**src/hdl/spjq_pkg.sv**
```systemverilog
// Shared types, constants and codes of the sorted priority job queue.
`default_nettype none
package spjq_pkg;

	localparam int QUEUE_DEPTH = 8;
	localparam int CNT_W = $clog2(QUEUE_DEPTH + 1);

	localparam logic OP_INSERT = 1'b0;
	localparam logic OP_REMOVE = 1'b1;

	localparam logic [1:0] ST_DONE  = 2'd0;
	localparam logic [1:0] ST_FULL  = 2'd1;
	localparam logic [1:0] ST_EMPTY = 2'd2;

	typedef struct packed {
		logic [15:0] id;
		logic [7:0]  prio;
	} job_t;

	// Command broadcast to every cell of the chain.
	typedef struct packed {
		logic insert;
		logic remove;
		job_t job;
	} cell_cmd_t;

	typedef struct packed {
		logic [1:0]  status;
		logic [15:0] removed_id;
		logic [7:0]  removed_priority;
		logic [3:0]  job_count;
		logic [15:0] head_id;
		logic [7:0]  head_priority;
	} result_t;

endpackage
`default_nettype wire

```
**src/hdl/spjq_if.sv**
```systemverilog
// Valid/ready channel interfaces for job requests and job results.
`default_nettype none
interface spjq_req_if;
	logic        valid;
	logic        ready;
	logic        operation;
	logic [15:0] job_id;
	logic [7:0]  job_priority;

	modport source (output valid, output operation, output job_id, output job_priority,
		input ready);
	modport sink (input valid, input operation, input job_id, input job_priority,
		output ready);
endinterface

interface spjq_rsp_if;
	logic        valid;
	logic        ready;
	logic [1:0]  status;
	logic [15:0] removed_id;
	logic [7:0]  removed_priority;
	logic [3:0]  job_count;
	logic [15:0] head_id;
	logic [7:0]  head_priority;

	modport source (output valid, output status, output removed_id, output removed_priority,
		output job_count, output head_id, output head_priority, input ready);
	modport sink (input valid, input status, input removed_id, input removed_priority,
		input job_count, input head_id, input head_priority, output ready);
endinterface
`default_nettype wire

```
**src/hdl/spjq_cell.sv**
```systemverilog
// One slot of the sorted chain: holds a job and shifts it left or right.
`default_nettype none
module spjq_cell (
	input  wire                   clk,
	input  wire                   occupied,
	input  spjq_pkg::cell_cmd_t   cmd,
	input  spjq_pkg::job_t        left_job,
	input  wire                   left_stay,
	input  spjq_pkg::job_t        right_job,
	output spjq_pkg::job_t        job_q,
	output logic                  stay
);
	import spjq_pkg::*;

	// A held job stays put on insert when its priority is not larger than the new one.
	assign stay = occupied && (job_q.prio <= cmd.job.prio);

	always_ff @(posedge clk) begin
		if (cmd.insert) begin
			if (!stay) begin
				// The first cell that does not stay takes the new job; the rest shift right.
				job_q <= left_stay ? cmd.job : left_job;
			end
		end else if (cmd.remove) begin
			job_q <= right_job;
		end
	end

endmodule
`default_nettype wire

```
**src/hdl/sorted_priority_job_queue.sv**
```systemverilog
// Sorted priority job queue: a chain of compare-and-shift cells with a result register.
// A result is registered and appears in the cycle after its request beat is accepted.
// Throughput: one request per cycle unless the result side stalls; every cell compares
// and shifts in the same cycle. A request is taken whenever the result register is
// empty or being drained. Reset (arst_n low) empties the queue and the result
// register; slot contents are not cleared, since only occupied slots are ever read.
`default_nettype none
module sorted_priority_job_queue (
	input wire        clk,
	input wire        arst_n,
	spjq_req_if.sink  req,
	spjq_rsp_if.source rsp
);
	import spjq_pkg::*;

	// Occupancy count; cell i holds a job when i is below it.
	logic [CNT_W-1:0] count_q;
	logic             full;
	logic             empty;
	logic             accept;
	cell_cmd_t        cmd;

	job_t job_q [QUEUE_DEPTH];
	logic stay  [QUEUE_DEPTH];
	logic occ   [QUEUE_DEPTH];

	result_t          res;
	result_t          res_q;
	logic             rsp_valid_q;
	logic [CNT_W-1:0] next_count;
	logic [CNT_W+3:0] cnt_ext;
	logic             sorted_ok;

	// The result register decouples the two sides: a new request is taken while
	// the previous result is being accepted downstream.
	assign req.ready = !rsp_valid_q || rsp.ready;
	assign accept    = req.valid && req.ready;

	assign full  = (count_q == CNT_W'(QUEUE_DEPTH));
	assign empty = (count_q == '0);

	always_comb begin
		cmd.insert   = accept && (req.operation == OP_INSERT) && !full;
		cmd.remove   = accept && (req.operation == OP_REMOVE) && !empty;
		cmd.job.id   = req.job_id;
		cmd.job.prio = req.job_priority;
	end

	// The chain of cells. Cell zero sees a neighbor that always stays, so it takes
	// the new job unless its own job stays. The last cell refills from itself on
	// a remove; that slot then falls outside the count.
	for (genvar i = 0; i < QUEUE_DEPTH; i++) begin : g_cell
		assign occ[i] = (CNT_W'(i) < count_q);
		if (i == 0) begin : g_first
			spjq_cell u_cell (
				.clk      (clk),
				.occupied (occ[i]),
				.cmd      (cmd),
				.left_job (cmd.job),
				.left_stay(1'b1),
				.right_job(job_q[i+1]),
				.job_q    (job_q[i]),
				.stay     (stay[i])
			);
		end else if (i == QUEUE_DEPTH - 1) begin : g_last
			spjq_cell u_cell (
				.clk      (clk),
				.occupied (occ[i]),
				.cmd      (cmd),
				.left_job (job_q[i-1]),
				.left_stay(stay[i-1]),
				.right_job(job_q[i]),
				.job_q    (job_q[i]),
				.stay     (stay[i])
			);
		end else begin : g_mid
			spjq_cell u_cell (
				.clk      (clk),
				.occupied (occ[i]),
				.cmd      (cmd),
				.left_job (job_q[i-1]),
				.left_stay(stay[i-1]),
				.right_job(job_q[i+1]),
				.job_q    (job_q[i]),
				.stay     (stay[i])
			);
		end
	end

	always_comb begin
		next_count = count_q;
		if (cmd.insert) begin
			next_count = count_q + CNT_W'(1);
		end else if (cmd.remove) begin
			next_count = count_q - CNT_W'(1);
		end
	end

	// The reported count is the count after the operation, masked to four bits.
	assign cnt_ext = {4'b0000, next_count};

	// Build the result from the cells as they stand before the update: the head
	// after the operation is the new job, the second cell, or the current head.
	always_comb begin
		res                  = '0;
		res.job_count        = cnt_ext[3:0];
		if (req.operation == OP_REMOVE) begin
			if (empty) begin
				res.status = ST_EMPTY;
			end else begin
				res.status           = ST_DONE;
				res.removed_id       = job_q[0].id;
				res.removed_priority = job_q[0].prio;
				if (count_q > CNT_W'(1)) begin
					res.head_id       = job_q[1].id;
					res.head_priority = job_q[1].prio;
				end
			end
		end else begin
			if (full) begin
				res.status        = ST_FULL;
				res.head_id       = job_q[0].id;
				res.head_priority = job_q[0].prio;
			end else begin
				res.status = ST_DONE;
				if (stay[0]) begin
					res.head_id       = job_q[0].id;
					res.head_priority = job_q[0].prio;
				end else begin
					res.head_id       = req.job_id;
					res.head_priority = req.job_priority;
				end
			end
		end
	end

	always_ff @(posedge clk or negedge arst_n) begin
		if (!arst_n) begin
			count_q     <= '0;
			rsp_valid_q <= 1'b0;
		end else begin
			count_q <= next_count;
			if (accept) begin
				rsp_valid_q <= 1'b1;
			end else if (rsp.ready) begin
				rsp_valid_q <= 1'b0;
			end
		end
	end

	always_ff @(posedge clk) begin
		if (accept) begin
			res_q <= res;
		end
	end

	assign rsp.valid            = rsp_valid_q;
	assign rsp.status           = res_q.status;
	assign rsp.removed_id       = res_q.removed_id;
	assign rsp.removed_priority = res_q.removed_priority;
	assign rsp.job_count        = res_q.job_count;
	assign rsp.head_id          = res_q.head_id;
	assign rsp.head_priority    = res_q.head_priority;

	// Occupied neighbors must never be out of priority order.
	always_comb begin
		sorted_ok = 1'b1;
		for (int k = 1; k < QUEUE_DEPTH; k++) begin
			if (occ[k] && (job_q[k].prio < job_q[k-1].prio)) begin
				sorted_ok = 1'b0;
			end
		end
	end

	a_count_bound: assert property (@(posedge clk) disable iff (!arst_n)
		count_q <= CNT_W'(QUEUE_DEPTH))
		else $error("job count exceeds queue depth");

	a_sorted: assert property (@(posedge clk) disable iff (!arst_n) sorted_ok)
		else $error("held jobs are out of priority order");

	a_insert_count: assert property (@(posedge clk) disable iff (!arst_n)
		cmd.insert |=> (count_q == $past(count_q) + CNT_W'(1)))
		else $error("insert did not raise the job count");

	a_empty_result: assert property (@(posedge clk) disable iff (!arst_n)
		(rsp.valid && rsp.status == ST_EMPTY) |->
		(rsp.job_count == 4'd0 && rsp.head_id == 16'd0 && rsp.removed_id == 16'd0))
		else $error("empty remove reported a job");

endmodule
`default_nettype wire

```
**src/flat_wrapper.sv**
```systemverilog
// flat-port wrapper written by rule: the top's interface ports become plain ports
module sorted_priority_job_queue_flat import spjq_pkg::*;
  (clk, arst_n, req_valid, req_operation, req_job_id, req_job_priority, req_ready, rsp_valid, rsp_status, rsp_removed_id, rsp_removed_priority, rsp_job_count, rsp_head_id, rsp_head_priority, rsp_ready);
  spjq_req_if req_i ();
  spjq_rsp_if rsp_i ();
  input wire clk;
  input wire arst_n;
  input wire logic [$bits(req_i.valid)-1:0] req_valid;
  input wire logic [$bits(req_i.operation)-1:0] req_operation;
  input wire logic [$bits(req_i.job_id)-1:0] req_job_id;
  input wire logic [$bits(req_i.job_priority)-1:0] req_job_priority;
  output wire logic [$bits(req_i.ready)-1:0] req_ready;
  output wire logic [$bits(rsp_i.valid)-1:0] rsp_valid;
  output wire logic [$bits(rsp_i.status)-1:0] rsp_status;
  output wire logic [$bits(rsp_i.removed_id)-1:0] rsp_removed_id;
  output wire logic [$bits(rsp_i.removed_priority)-1:0] rsp_removed_priority;
  output wire logic [$bits(rsp_i.job_count)-1:0] rsp_job_count;
  output wire logic [$bits(rsp_i.head_id)-1:0] rsp_head_id;
  output wire logic [$bits(rsp_i.head_priority)-1:0] rsp_head_priority;
  input wire logic [$bits(rsp_i.ready)-1:0] rsp_ready;
  assign req_i.valid = req_valid;
  assign req_i.operation = req_operation;
  assign req_i.job_id = req_job_id;
  assign req_i.job_priority = req_job_priority;
  assign req_ready = req_i.ready;
  assign rsp_valid = rsp_i.valid;
  assign rsp_status = rsp_i.status;
  assign rsp_removed_id = rsp_i.removed_id;
  assign rsp_removed_priority = rsp_i.removed_priority;
  assign rsp_job_count = rsp_i.job_count;
  assign rsp_head_id = rsp_i.head_id;
  assign rsp_head_priority = rsp_i.head_priority;
  assign rsp_i.ready = rsp_ready;
  sorted_priority_job_queue u_core (.clk(clk), .arst_n(arst_n), .req(req_i), .rsp(rsp_i));
endmodule
```
**config.mk**
```make
export PLATFORM = sky130hd
export DESIGN_NAME = sorted_priority_job_queue_flat
export DESIGN_NICKNAME = d
export VERILOG_FILES = /design/src/hdl/spjq_pkg.sv /design/src/hdl/spjq_if.sv /design/src/hdl/spjq_cell.sv /design/src/hdl/sorted_priority_job_queue.sv /design/src/flat_wrapper.sv
export SDC_FILE = /design/constraint.sdc
export NUM_CORES = 1
export LEC_CHECK = 0
export BUFFER_PORTS_ARGS = -buffer_cell sky130_fd_sc_hd__buf_2
export CAP_MARGIN = 20
export CORE_ASPECT_RATIO = 0.75
export CORE_MARGIN = 5
export CORE_UTILIZATION = 46
export DETAILED_ROUTE_END_ITERATION = 10
export PLACE_DENSITY = 0.7
export SYNTH_ARGS = -nofsm -noshare
export SYNTH_HDL_FRONTEND = slang
export SYNTH_SLANG_ARGS = --single-unit
```
**constraint.sdc**
```tcl
create_clock -name clk -period 15.1 [get_ports clk]
set_input_delay 0.755 -clock clk [delete_from_list [all_inputs] [get_ports clk]]
set_output_delay 0.755 -clock clk [all_outputs]
set_load 0.005 [all_outputs]
```
==> results.json, run 1 <==
{
  "endpoint_kind": "flip-flop",
  "cts_made_buffers": 26,
  "grt_pass1_wl_um": 68500,
  "seq_area_frac_synth": 0.496,
  "r2r_cells": 9,
  "setup_violations": 0,
  "slowest_stage": "buf_4",
  "holdPathStages": 3,
  "synth_cell_types": 45,
  "cp-start-kind": "flip-flop",
  "setup_tns_ns": 0,
  "post-route-util": 0.523,
  "crit-reg2reg-launch": "u_core.count_q[1]",
  "p_total_mw": 2.71,
  "fin_skew_ns": 0.00966,
  "drive_above_1_share": 0.186,
  "ys_top_cells_by_area": "edfxtp_1 49%, o31ai_1 5.9%, ha_1 5.5%",
  "fin_crit_ns": 4.24,
  "whs_ns": 0.446,
  "cts_resized": 0,
  "htree_levels": 1,
  "synthToLayoutAreaGrowth_pct": 11.9,
  "synth-seq-cells": 251,
  "diodes": 0,
  "grt_start_max_net_pins": 110,
  "hp-class": "primary input to flip-flop",
  "cp.arrival_ns": 4.50,
  "power_switching_mw": 0.984,
  "vias": 12700,
  "worstSkewPairLatency_ns": 0.56,
  "wl_per_cell_um": 22.6,
  "coreArea_sq_um": 32400,
  "dpl.hpwl_um": 27900,
  "regToRegEndpoint": "u_core.g_cell[6].g_mid.u_cell.job_q[19]",
  "port_buffers": 84,
  "p_comb_frac": 0.353,
  "cp.required_ns": 15.36,
  "cts_tree": "built",
  "viasPerCell": 6.67,
  "power_leakage_nw": 5.98,
  "peakVddDrop_mv": 0.0902,
  "fin_crit_sh": 0.281,
  "post_cts_buffers": 0,
  "yosys.area.top_type": "edfxtp_1",
  "start_util": 0.467,
  "rsz0062_at_grt": "no",
  "crit_top_cell": "buf_4",
  "die_h_um": 167,
  "relSlewSlack": 0.319,
  "synth-edff-count": 246,
  "tightestPinTransition_ns": 1.02,
  "cts_buffer_depth": 3,
  "synth_top_area_share": 0.487,
  "crit_chain": "inv_1 > ha_1 > and3b_1 > nor4b_4 > buf_4 > buf_16 > buf_4 > buf_4 > a31oi_1",
  "nFillCells": 2833,
  "clock.fmax_ghz": 0.236,
  "final_nets": 1540,
  "p_seq_frac": 0.391,
  "grt.total_usage": 0.229,
  "drv_slew": 0,
  "multi_input_area_sq_um": 7110,
  "hold_viol_final": 0,
  "powerDensity_nw_per_um2": 160,
  "status": "complete, no violations",
  "drt_pass1_iterations": 5,
  "synth_nets": 1535,
  "routabilityCongestion": 0.853,
  "yosys_warnings": 0,
  "syn_inst": 1439,
  "postRouteAntennaNets": 0,
  "grt_pass1_vias": 12200,
  "clock-sinks": 251,
  "die_w_um": 220,
  "path_clk_slew_ns": 0.07,
  "internal_power_mw": 1.72,
  "switching_share": 0.363,
  "ios": 85,
  "worstPathMaxFanout": 103,
  "seq_area_sq_um": 7510,
  "hold_end": "u_core.rsp.valid",
  "ys.flop_type": "edfxtp_1",
  "clkPwrFrac": 0.256,
  "drc": 0,
  "max_stage_delay_ns": 0.88,
  "globalRouteOverflowTotal": 0,
  "syn_area_sq_um": 15200,
  "hp-start": "req_valid",
  "drt_iter0_drc": 1368,
  "drv_cap": 0,
  "dieArea_sq_um": 36700,
  "critical_path_class": "flip-flop to flip-flop",
  "r2r_slack_ns": 10.86,
  "async_flop_share": 0.0199,
  "cts_root_buf": "clkbuf_16",
  "antenna_found_initial": 0,
  "rows": 57,
  "syn_avg_cell_area_sq_um": 10.5,
  "wl_um": 43100
}
-- stage by stage --
stage	setup WS [ns]	std cells	cell area [sq um]
after global placement	10.69	1850	16000
after floorplan	9.38	1439	15200
after CTS	10.66	1902	16900
after detailed placement	10.66	1854	16000
after global routing	10.60	1905	17000
final	10.86	1905	17000
-- critical path: cells and delay by family (launching register included) --
family                     cells  cell delay (ns)
DFF                            1             0.48
adders and majority gates      1             0.29
and+or+nand+nor                2             0.53
AOI/OAI and AO/OA              1             0.18
buffers and inverters          5             2.35
-- cell type report --
cell class	count	share of cell area
Clock buffer	32	0.0397
Timing Repair Buffer	131	0.0487
Tap cell	442	0.0326
Sequential cell	251	0.443
Inverter	21	0.00465
Multi-Input combinational cell	1013	0.419
Clock inverter	15	0.0128
-- synthesized netlist by cell type, types with 2 or more instances --
cell type    n
a211o_1     20
a211oi_1     5
a21o_1       4
a21oi_1     51
a221o_1     14
a22oi_1     25
a31oi_1    120
and2_1      25
buf_1       10
buf_2       45
clkbuf_1    99
dfrtp_1      5
edfxtp_1   246
ha_1        67
inv_1       21
mux2_2      25
nand2_1     69
nand2b_1     2
nand3_1     30
nand4_1     39
nand4b_1    34
nor2_1     136
nor2b_1     12
nor3_1      32
o211ai_1    45
o21a_1       6
o21ai_0     11
o21ai_1      3
o221ai_1     2
o22ai_1      2
o31ai_1    120
or3_1       16
or4_1       35
or4b_2      51
xnor2_1      2
-- repair_timing --
item                                   CTS  global route
hold buffers                             1             0
setup endpoints to repair                0             0
endpoints found under the hold margin    5             0
-- power by group through the flow --
stage	Clock [mW]	Combinational (mW)	Sequential, mW
final	0.693	0.954	1.06
after global routing	0.736	1.05	1.07
after CTS	0.702	0.939	1.06
after detailed placement	0	0.936	1.07
after global placement	0	0.901	1.07
after floorplan	0	0.688	1.03
-- worst max-delay path by stage --
stage / from / end / slack (ns) / depth (start not counted)
after floorplan: rsp_ready / u_core.g_cell[6].g_mid.u_cell.job_q[0] / 9.38 / 7
after global placement: req_job_priority[6] / u_core.g_cell[3].g_mid.u_cell.job_q[18] / 10.69 / 8
after detailed placement: u_core.count_q[1] / u_core.g_cell[6].g_mid.u_cell.job_q[19] / 10.66 / 8
after CTS: u_core.count_q[1] / u_core.g_cell[6].g_mid.u_cell.job_q[16] / 10.66 / 8
after global routing: u_core.count_q[1] / u_core.g_cell[5].g_mid.u_cell.job_q[18] / 10.60 / 9
final: u_core.count_q[1] / u_core.g_cell[6].g_mid.u_cell.job_q[19] / 10.86 / 9
-- kinds of logic after synthesis --
group,share of synthesized area
and+or+nand+nor,0.184
xor gates and xnor gates,0.00173
AOI/OAI and AO/OA,0.198
DFF,0.496
adders and majority gates,0.0553
muxes,0.0186
buffers and inverters,0.0471
-- cell usage in the layout, fill, tap and decap left out, types with 5 or more instances in the layout --
| cell | count |
|---|---|
| a211o_1 | 20 |
| a221o_1 | 14 |
| o21ai_2 | 6 |
| bufinv_16 | 5 |
| nand3_1 | 30 |
| o21ai_0 | 5 |
| nand4_1 | 39 |
| nand2_1 | 68 |
| clkbuf_1 | 6 |
| dfrtp_1 | 5 |
| a21oi_1 | 46 |
| o31ai_1 | 120 |
| edfxtp_1 | 246 |
| or4_1 | 35 |
| or3_1 | 16 |
| and2_1 | 24 |
| clkinv_1 | 5 |
| nor3_1 | 31 |
| or4b_2 | 51 |
| nor2_1 | 135 |
| o21a_1 | 5 |
| buf_4 | 41 |
| nor2b_1 | 9 |
| inv_1 | 21 |
| nand4b_1 | 34 |
| mux2_2 | 25 |
| clkbuf_16 | 26 |
| a31oi_1 | 120 |
| ha_1 | 67 |
| o211ai_1 | 45 |
| buf_2 | 84 |
| a22oi_1 | 24 |
| a211oi_4 | 5 |
-- per-layer routing --
metal / wire length [um] / vias up / global-route usage
li1: - / 5773 / -
met1: 18300 / 6227 / 0.322
met2: 20200 / 598 / 0.363
met3: 3310 / 101 / 0.0388
met4: 1320 / 0 / 0.0705
met5: 0 / - / 0
-- sequential cells by signal, indices dropped and copies added (netlist names) --
signal                              count
u_core.count_q                          4
u_core.rsp.status                       2
u_core.g_cell.g_mid.u_cell.job_q      144
u_core.rsp.job_count                    4
u_core.g_cell.g_first.u_cell.job_q     24
u_core.rsp.removed_id                  16
u_core.rsp.head_priority                8
u_core.rsp.valid                        1
u_core.rsp.head_id                     16
u_core.rsp.removed_priority             8
u_core.g_cell.g_last.u_cell.job_q      24
Note: power is estimated with default switching activity, not from simulation.
==> inputs of run 2 (changes only) <==
==> constraint.sdc (replaced) <==
create_clock -name clk -period 4.3 [get_ports clk]
set_input_delay 0.215 -clock clk [delete_from_list [all_inputs] [get_ports clk]]
set_output_delay 0.215 -clock clk [all_outputs]
set_load 0.005 [all_outputs]
==> results.json, run 2 (synthesis gave the netlist of run 1 again) <==
{
  "vias": 12900,
  "hold_viol_final": 0,
  "endpoint_kind": "flip-flop",
  "final_area_sq_um": 17000,
  "multi_input_area_sq_um": 7110,
  "power_leakage_nw": 6.03,
  "grtUsageMet2": 0.361,
  "hp-class": "primary input to flip-flop",
  "worst-path-buf-inv": 2,
  "synthToLayoutAreaGrowth_pct": 12.4,
  "port_buffers": 84,
  "worstSkewPairLatency_ns": 0.56,
  "start_util": 0.467,
  "grt_pass1_wl_um": 69000,
  "drt_iter0_drc": 1486,
  "wl_per_cell_um": 22.5,
  "peakVddDrop_mv": 0.444,
  "final_nets": 1553,
  "cts_tree": "built",
  "cp-start-kind": "flip-flop",
  "rsz0062_at_grt": "no",
  "dieArea_sq_um": 36700,
  "ios": 85,
  "drv_slew": 0,
  "grt_pass1_vias": 12500,
  "antenna_found_initial": 2,
  "die_h_um": 167,
  "drc": 0,
  "powerDensity_nw_per_um2": 547,
  "largest_register_ffs": 144,
  "power_switching_mw": 3.41,
  "nFillCells": 2874,
  "cp.required_ns": 4.69,
  "postRouteAntennaNets": 0,
  "max_stage_delay_ns": 0.83,
  "tightestPinTransition_ns": 1.07,
  "grt_use_met1": 0.325,
  "clock-sinks": 251,
  "max_flop_register": "u_core.g_cell.g_mid.u_cell.job_q",
  "cts_buffer_depth": 3,
  "dpl.cell_count": 1867,
  "cp.arrival_ns": 3.45,
  "seq_area_sq_um": 7510,
  "p_seq_frac": 0.399,
  "top_regs": "u_core.g_cell.g_mid.u_cell.job_q: 144 flops, u_core.g_cell.g_first.u_cell.job_q: 24 flops, u_core.g_cell.g_last.u_cell.job_q: 24 flops",
  "crit_chain": "inv_1 > ha_1 > and3b_1 > nor4b_4 > buf_4 > nor2_1 > a31oi_1",
  "switching_share": 0.366,
  "dpl.hpwl_um": 29000,
  "clock.fmax_ghz": 0.327,
  "path_clk_slew_ns": 0.06,
  "grt.total_usage": 0.228,
  "viasPerCell": 6.71,
  "worstPathMaxFanout": 53,
  "post_dp_cell_area_sq_um": 16200,
  "whs_ns": 0.0607,
  "setup_violations": 0,
  "wl_um": 43200,
  "status": "complete, no violations",
  "cts_root_buf": "clkbuf_16",
  "fin_cells": 1919,
  "drv_cap": 0,
  "clkPwrFrac": 0.240,
  "grt_busiest_layer": "met2",
  "htree_levels": 1,
  "globalRouteOverflowTotal": 0,
  "rows": 57,
  "r2r_slack_ns": 1.24,
  "fin_crit_sh": 0.712,
  "internal_power_mw": 5.91,
  "routabilityCongestion": 0.868,
  "die_w_um": 220,
  "use_met3": 0.0357,
  "drt_pass1_iterations": 5,
  "drive_above_1_share": 0.190,
  "setup_tns_ns": 0,
  "grt_start_max_net_pins": 73,
  "cts_resized": 0,
  "crit_family": "simple AND/OR/NAND/NOR gates",
  "slowest_stage": "nor4b_4",
  "relSlewSlack": 0.286,
  "p_total_mw": 9.32,
  "final_cell_mix": "246 x edfxtp_1, 135 x nor2_1, 120 x o31ai_1, 120 x a31oi_1, 84 x buf_2",
  "p_comb_frac": 0.361,
  "fin_crit_ns": 3.06,
  "coreArea_sq_um": 32400,
  "critical_path_class": "flip-flop to flip-flop",
  "final_common_cell": "edfxtp_1",
  "fin_skew_ns": 0.0130,
  "cts_made_buffers": 26
}
-- run 2: cell count changes in the layout (fill, tap and decap cells not counted), moves of 2 or more --
cell	delta
clkinvlp_4	-2
dlygate4sd3_1	+3
buf_12	+6
clkbuf_8	+4
clkinv_1	-2
clkbuf_1	+3
buf_4	+8
bufinv_16	-4
buf_8	-3
-- run 2: final timing paths --
path | from | to | cells past startpoint
min | req_job_priority[3] | u_core.g_cell[7].g_last.u_cell.job_q[3] | 2
max | u_core.count_q[1] | u_core.g_cell[3].g_mid.u_cell.job_q[10] | 7
max in group asynchronous | arst_n | u_core.count_q[3] | 3
max reg2reg | u_core.count_q[1] | u_core.g_cell[3].g_mid.u_cell.job_q[10] | 7
min reg2reg | u_core.g_cell[6].g_mid.u_cell.job_q[8] | u_core.g_cell[7].g_last.u_cell.job_q[8] | 1
min in group asynchronous | arst_n | u_core.rsp.valid | 3
-- run 2: final cells by class --
cell class              instances  area share
well taps                     442      0.0325
clock inverters                 8     0.00448
repair buffers                144      0.0566
inverters                      21     0.00463
flip-flops and latches        251       0.441
clock buffers                  39      0.0434
multi-input cells            1013       0.417
diodes                          1    0.000147
-- run 2: metrics by stage --
step / setup slack (ns) / util
after floorplan: 0.595 / -
after global placement: 1.18 / 0.498
after detailed placement: 1.11 / 0.498
after CTS: 1.25 / 0.525
after global routing: 1.03 / 0.525
final: 1.24 / 0.525
-- run 2: power by group through the flow --
stage | clock network, mW | logic [mW] | registers (mW)
after global placement | 0 | 3.20 | 3.75
final | 2.24 | 3.37 | 3.72
after global routing | 2.37 | 3.70 | 3.75
after detailed placement | 0 | 3.32 | 3.75
after floorplan | 0 | 2.42 | 3.60
after CTS | 2.26 | 3.34 | 3.71
-- run 2: routing by layer --
metal | vias to the layer above | part of all wire
li1 | 5799 | -
met1 | 6365 | 0.43
met2 | 591 | 0.46
met3 | 114 | 0.079
met4 | 2 | 0.030
met5 | - | 0.00030
-- run 2: what timing repair did --
action / CTS / global route
hold buffers: 4 / 0
endpoints found under the hold margin: 6 / 0
setup buffers: 0 / 0
-- run 2: worst register-to-register path, stage by stage (launching register included) --
cell	delay (ns)
dfrtp_1	0.49
inv_1	0.11
ha_1	0.29
and3b_1	0.28
nor4b_4	0.83
buf_4	0.60
nor2_1	0.13
a31oi_1	0.18
